**src/hdl/twse_pkg.sv**
```systemverilog
package twse_pkg;

  localparam int ColW    = 7;
  localparam int RowW    = 5;
  localparam int CellW   = 16;
  localparam int DefCols = 80;
  localparam int DefRows = 25;

  localparam logic [7:0] BlankChar = 8'h20;

  typedef enum logic [2:0] {
    OP_PUT     = 3'd0,
    OP_SETCOL  = 3'd1,
    OP_SETROW  = 3'd2,
    OP_SETBOTH = 3'd3,
    OP_RECT    = 3'd4,
    OP_READ    = 3'd5
  } op_e;

  typedef enum logic [4:0] {
    S_CLEAR  = 5'b00001,
    S_IDLE   = 5'b00010,
    S_RDCELL = 5'b00100,
    S_WALK   = 5'b01000,
    S_COPYWR = 5'b10000
  } state_e;

  // Clipped rectangle and scroll amount handed to the walker.
  typedef struct packed {
    logic [ColW-1:0] x1;
    logic [ColW-1:0] x2;
    logic [RowW-1:0] y1;
    logic [RowW-1:0] y2;
    logic [RowW:0]   n;
    logic            down;
  } rect_t;

  // Current cell of the walk.
  typedef struct packed {
    logic [RowW-1:0] dst_row;
    logic [RowW-1:0] src_row;
    logic [ColW-1:0] col;
    logic            copy;
    logic            last;
  } walk_t;

endpackage

```
**src/hdl/twse_walk.sv**
```systemverilog
module twse_walk (
  input  logic            clk_i,
  input  logic            start_i,
  input  twse_pkg::rect_t rect_i,
  input  logic            step_i,
  output twse_pkg::walk_t walk_o
);
  import twse_pkg::*;

  rect_t           rect_q;
  logic [RowW-1:0] row_q;
  logic [ColW-1:0] col_q;
  logic [RowW+1:0] sum_up;
  logic [RowW+1:0] lim_dn;
  logic            copy;
  logic            row_end;
  logic [RowW-1:0] last_row;

  // Scrolling up walks top to bottom, scrolling down bottom to top, so a source
  // row is always read before it is overwritten.
  assign sum_up   = (RowW+2)'(row_q) + (RowW+2)'(rect_q.n);
  assign lim_dn   = (RowW+2)'(rect_q.y1) + (RowW+2)'(rect_q.n);
  assign copy     = rect_q.down ? ((RowW+2)'(row_q) >= lim_dn)
                                : (sum_up <= (RowW+2)'(rect_q.y2));
  assign row_end  = (col_q == rect_q.x2);
  assign last_row = rect_q.down ? rect_q.y1 : rect_q.y2;

  always_ff @(posedge clk_i) begin
    if (start_i) begin
      rect_q <= rect_i;
      row_q  <= rect_i.down ? rect_i.y2 : rect_i.y1;
      col_q  <= rect_i.x1;
    end else if (step_i) begin
      if (row_end) begin
        col_q <= rect_q.x1;
        row_q <= rect_q.down ? row_q - RowW'(1) : row_q + RowW'(1);
      end else begin
        col_q <= col_q + ColW'(1);
      end
    end
  end

  always_comb begin
    walk_o.dst_row = row_q;
    walk_o.src_row = rect_q.down ? row_q - rect_q.n[RowW-1:0] : sum_up[RowW-1:0];
    walk_o.col     = col_q;
    walk_o.copy    = copy;
    walk_o.last    = row_end && (row_q == last_row);
  end

endmodule

```
**config.mk**
```make
export PLATFORM = sky130hd
export DESIGN_NAME = twse_walk
export DESIGN_NICKNAME = d
export VERILOG_FILES = /design/src/hdl/twse_pkg.sv /design/src/hdl/twse_walk.sv
export SDC_FILE = /design/constraint.sdc
export NUM_CORES = 1
export LEC_CHECK = 0
export ABC_AREA = 1
export BUFFER_PORTS_ARGS = -buffer_cell sky130_fd_sc_hd__buf_4
export CORE_ASPECT_RATIO = 0.8
export CORE_MARGIN = 2
export CORE_UTILIZATION = 40
export CTS_BUF_LIST = sky130_fd_sc_hd__clkbuf_16
export DETAILED_ROUTE_END_ITERATION = 12
export PLACE_DENSITY = 0.71
export SETUP_SLACK_MARGIN = 0.05
export SYNTH_ARGS = -nofsm -noshare
export SYNTH_HDL_FRONTEND = slang
export SYNTH_SLANG_ARGS = --single-unit
```
**constraint.sdc**
```tcl
create_clock -name clk_i -period 2.95 [get_ports clk_i]
set_input_delay 0.59 -clock clk_i [delete_from_list [all_inputs] [get_ports clk_i]]
set_output_delay 0.59 -clock clk_i [all_outputs]
set_load 0.1 [all_outputs]
```
==> Flow_metrics.wiki <==
{| class="wikitable"
! Metric !! Value
|-
| Result of the run || finished, violations left
|-
| Most used cell, CP || sky130_fd_sc_hd__nand2_1
|-
| Vertical die dimension || 80.4 um
|-
| Combinational cell fraction of total power || 41.1%
|-
| Clock tree from TritonCTS || done
|-
| Initial core utilization || 41.9%
|-
| Number of pins with negative max-slew slack in the final report || 0
|-
| Ports placed on the boundary || 53
|-
| Clock tree root buffer cell || sky130_fd_sc_hd__clkbuf_16
|-
| Part of the Yosys area used for sequential elements || 44.2%
|-
| Antenna cell count || 0
|-
| Critical path buffer and inverter count || 4
|-
| Arrival time of data at the critical path endpoint || 2.57 ns
|-
| Clock network fraction of design power || 27.8%
|-
| Clock Skews || 0.00581 ns
|-
| Power per standard cell area || 673 nW/um^2
|-
| Signed area change from the synthesized netlist to the final layout || 30.3%
|-
| Post-synth design cell area || 2920 um^2
|-
| Post-layout minimum cycle time || 3.16 ns
|-
| Worst path required time || 2.36 ns
|-
| Biggest fanout along the worst timing path || 3
|-
| EDFF count, synth || 43
|-
| Largest incremental delay on the critical path || 0.43 ns
|-
| Core area || 6960 um^2
|-
| Sequential cell fraction of total power || 31.1%
|-
| Cts hold-fix bufs || 0
|-
| Number of warnings printed during yosys synthesis || 0
|-
| Slew at the pin with the worst max-slew slack || 0.684 ns
|-
| Number of detailed-routing iterations run before antenna repair || 5
|-
| IR Drop Worst-Case VDD || 0.000250 V
|-
| Standby leakage power || 1.81 nW
|-
| Critical path cell sequence || ha_2 > inv_2 > fa_2 > nor2_2 > o21ai_1 > nand2_1 > inv_2 > ha_4 > nand2_1 > inv_1 > nand4_1 > nand2_1 > nand3_2 > nand2_2 > buf_12
|-
| Number of antenna-violating nets in the routed design || 0
|-
| Post-Synthesis Cells || 320
|-
| Launch point of the worst path || rect_q[1]$_DFFE_PP_
|-
| Kind of launch point of the worst setup path || flop
|-
| Distinct cell type count of the synthesized netlist || 28
|-
| Placed standard-cell area || 3540 um^2
|-
| Layout cell share with drive strength beyond 1 || 25.6%
|-
| Final cycle utilization of the critical path || 107%
|-
| Prevailing post-synth register cell || sky130_fd_sc_hd__edfxtp_1
|-
| Vias after detailed routing || 2412
|-
| Max-cap violations || 0
|-
| Number of rows created at floorplan || 27
|-
| Clock latency at the later pin of the worst-skew pair || 0.29 ns
|-
| Num CTS Buffers || 5
|-
| Final std cell area, no fill || 3800 um^2
|-
| Normalized max-slew margin || 54.4%
|-
| DRC violation total after the first TritonRoute iteration || 181
|-
| Clk sinks || 43
|-
| H-tree Lvls || 2
|-
| Net switching power || 976 uW
|-
| Average vias per placed instance || 5.05
|-
| Critical path start-end classification || flop to output pin
|-
| Number of nets in the final layout || 456
|-
| Horizontal extent of the die || 99.5 um
|-
| Final count of hold timing violations || 0
|-
| Async S/R FF share, synth || 0%
|-
| Category of the worst setup path capture point || output pin
|-
| Total grt overflow || 0
|-
| Cell internal pwr || 1.58 mW
|-
| Violated checks || setup timing
|-
| Pin count of the biggest net entering global routing || 46
|-
| Via count of the first global-routing pass || 2442
|-
| Cell type of the slowest stage on the worst timing path || sky130_fd_sc_hd__fa_2
|-
| Setup slack after layout || -0.212 ns
|-
| Hold wc startpoint || rect_i[21]
|-
| Clock transition at the registers of the reported paths || 0.06 ns
|-
| Detailed-route DRC error count || 0
|-
| Gr usage total || 18.7%
|-
| Wire per inst || 14.9 um
|-
| Total of flip-flops plus latches after synthesis || 43
|-
| Post-layout util || 54.7%
|-
| Nets in the synthesized netlist || 386
|-
| Switching power share of the total || 38.1%
|-
| Die Outline Area || 8000 um^2
|-
| Maximum number of buffers from clock root to sink || 2
|-
| Class of the tightest hold or removal check || input pin to flop
|-
| Crit-path leading delay family || adder cells
|-
| Number of buffer cells added on primary ports || 52
|-
| Origin of the critical flop-to-flop path || rect_q[0]$_DFFE_PP_
|-
| Hpwl dp || 5400 um
|-
| Routability-driven placement congestion ratio || 0.895
|-
| Number of antenna violations at the first check in global routing || 0
|-
| Wire length of the first global-routing pass || 11600 um
|-
| Number of endpoints failing setup at the final stage || 1
|-
| Average cell area after synthesis || 9.12 um^2
|-
| Highest achievable clock rate || 0.316 GHz
|-
| Final Routed Wirelength || 7120 um
|-
| Unrepaired setup endpoints after global routing || true
|}
-- cell usage after synthesis (all sizes together), types with 2 or more instances --
master  count  share of area [%]
nand3      28                4.8
nor3        3               0.69
xnor2      11                3.3
xor2       14                4.2
buf         4                1.1
o22ai       3               0.64
ha         28                 12
o21ai      21                3.6
nand4       2               0.43
a21oi      11                2.0
inv        48                6.2
nand2      79                 10
nor2       16                2.6
fa          4                2.7
edfxtp     43                 44
-- kinds of logic after synthesis --
family                   Yosys count  synth area share (%)
buffers and inverters             53                  7.37
adder cells (fa/ha/maj)           32                  14.7
AND/OR/NAND/NOR                  130                  19.4
XOR/XNOR                          25                  7.50
flip-flops                        43                  44.2
AO/OA/AOI/OAI                     37                  6.77
-- per-stage QoR --
| step | hold slack [ns] | instances | power [mW] | setup slack (ns) | TNS (ns) |
|---|---|---|---|---|---|
| floorplan | 0.609 | 320 | 1.56 | -0.563 | -1.70 |
| global placement | 0.619 | 468 | 1.77 | 0.0678 | 0 |
| detailed placement | 0.642 | 468 | 1.79 | 0.00344 | 0 |
| CTS | 0.476 | 476 | 2.53 | -0.211 | -0.211 |
| global route | 0.471 | 478 | 2.69 | -0.357 | -0.357 |
| finish | 0.477 | 478 | 2.56 | -0.212 | -0.212 |
-- worst paths after layout --
kind / end / slack (ns) / cells past startpoint
max: walk_o[1] / -0.21 / 15
min: rect_q[21]$_DFFE_PP_ / 0.48 / 1
max reg2reg: row_q[4]$_DFFE_PP_ / 0.62 / 9
min reg2reg: col_q[2]$_DFFE_PP_ / 0.65 / 4
-- sequential cells by signal, summed over array words and instances (netlist names) --
name,cells
rect_q,31
row_q,5
col_q,7
-- power by group through the flow --
stage	logic (mW)	clock network, mW	registers (mW)
2_1_floorplan	0.620	0	0.941
4_1_cts	1.02	0.716	0.795
6_report	1.05	0.712	0.796
5_1_grt	1.14	0.749	0.802
3_3_place_gp	0.969	0	0.805
3_5_place_dp	0.987	0	0.807
-- cell type report --
class / instances / area (um^2)
multi-input cells: 224 / 1500
flip-flops and latches: 43 / 1290
well taps: 87 / 109
clock inverters: 3 / 63.8
repair buffers: 68 / 536
inverters: 48 / 180
fillers: 622 / 3160
clock buffers: 5 / 125
-- layer usage --
layer	part of all wire [%]	GRT usage (%)	vias up
met5	0	0	-
met4	1.7	6.58	0
met3	4.9	3.13	12
met2	46	29.0	64
met1	48	26.5	1140
li1	-	-	1196
-- placed cells by master (no fill, tap or decap), drive strengths merged --
cell,count
o21ai,21
nor3,3
buf,68
nand2,79
nand3b,1
o21bai,1
nand4,2
o22ai,3
nor2,16
or2,1
clkbuf,5
xnor2,11
xor2,14
nand3,28
a21oi,11
a21o,1
ha,28
edfxtp,43
inv,49
fa,4
bufinv,2
-- timing repair --
action | CTS | global route
pin swaps | 1 | 5
hold endpoints to repair | 0 | 0
setup endpoints to repair | 2 | 2
gates resized for setup | 6 | 9
setup buffers | 0 | 2
(Power assumes the default switching activity.)
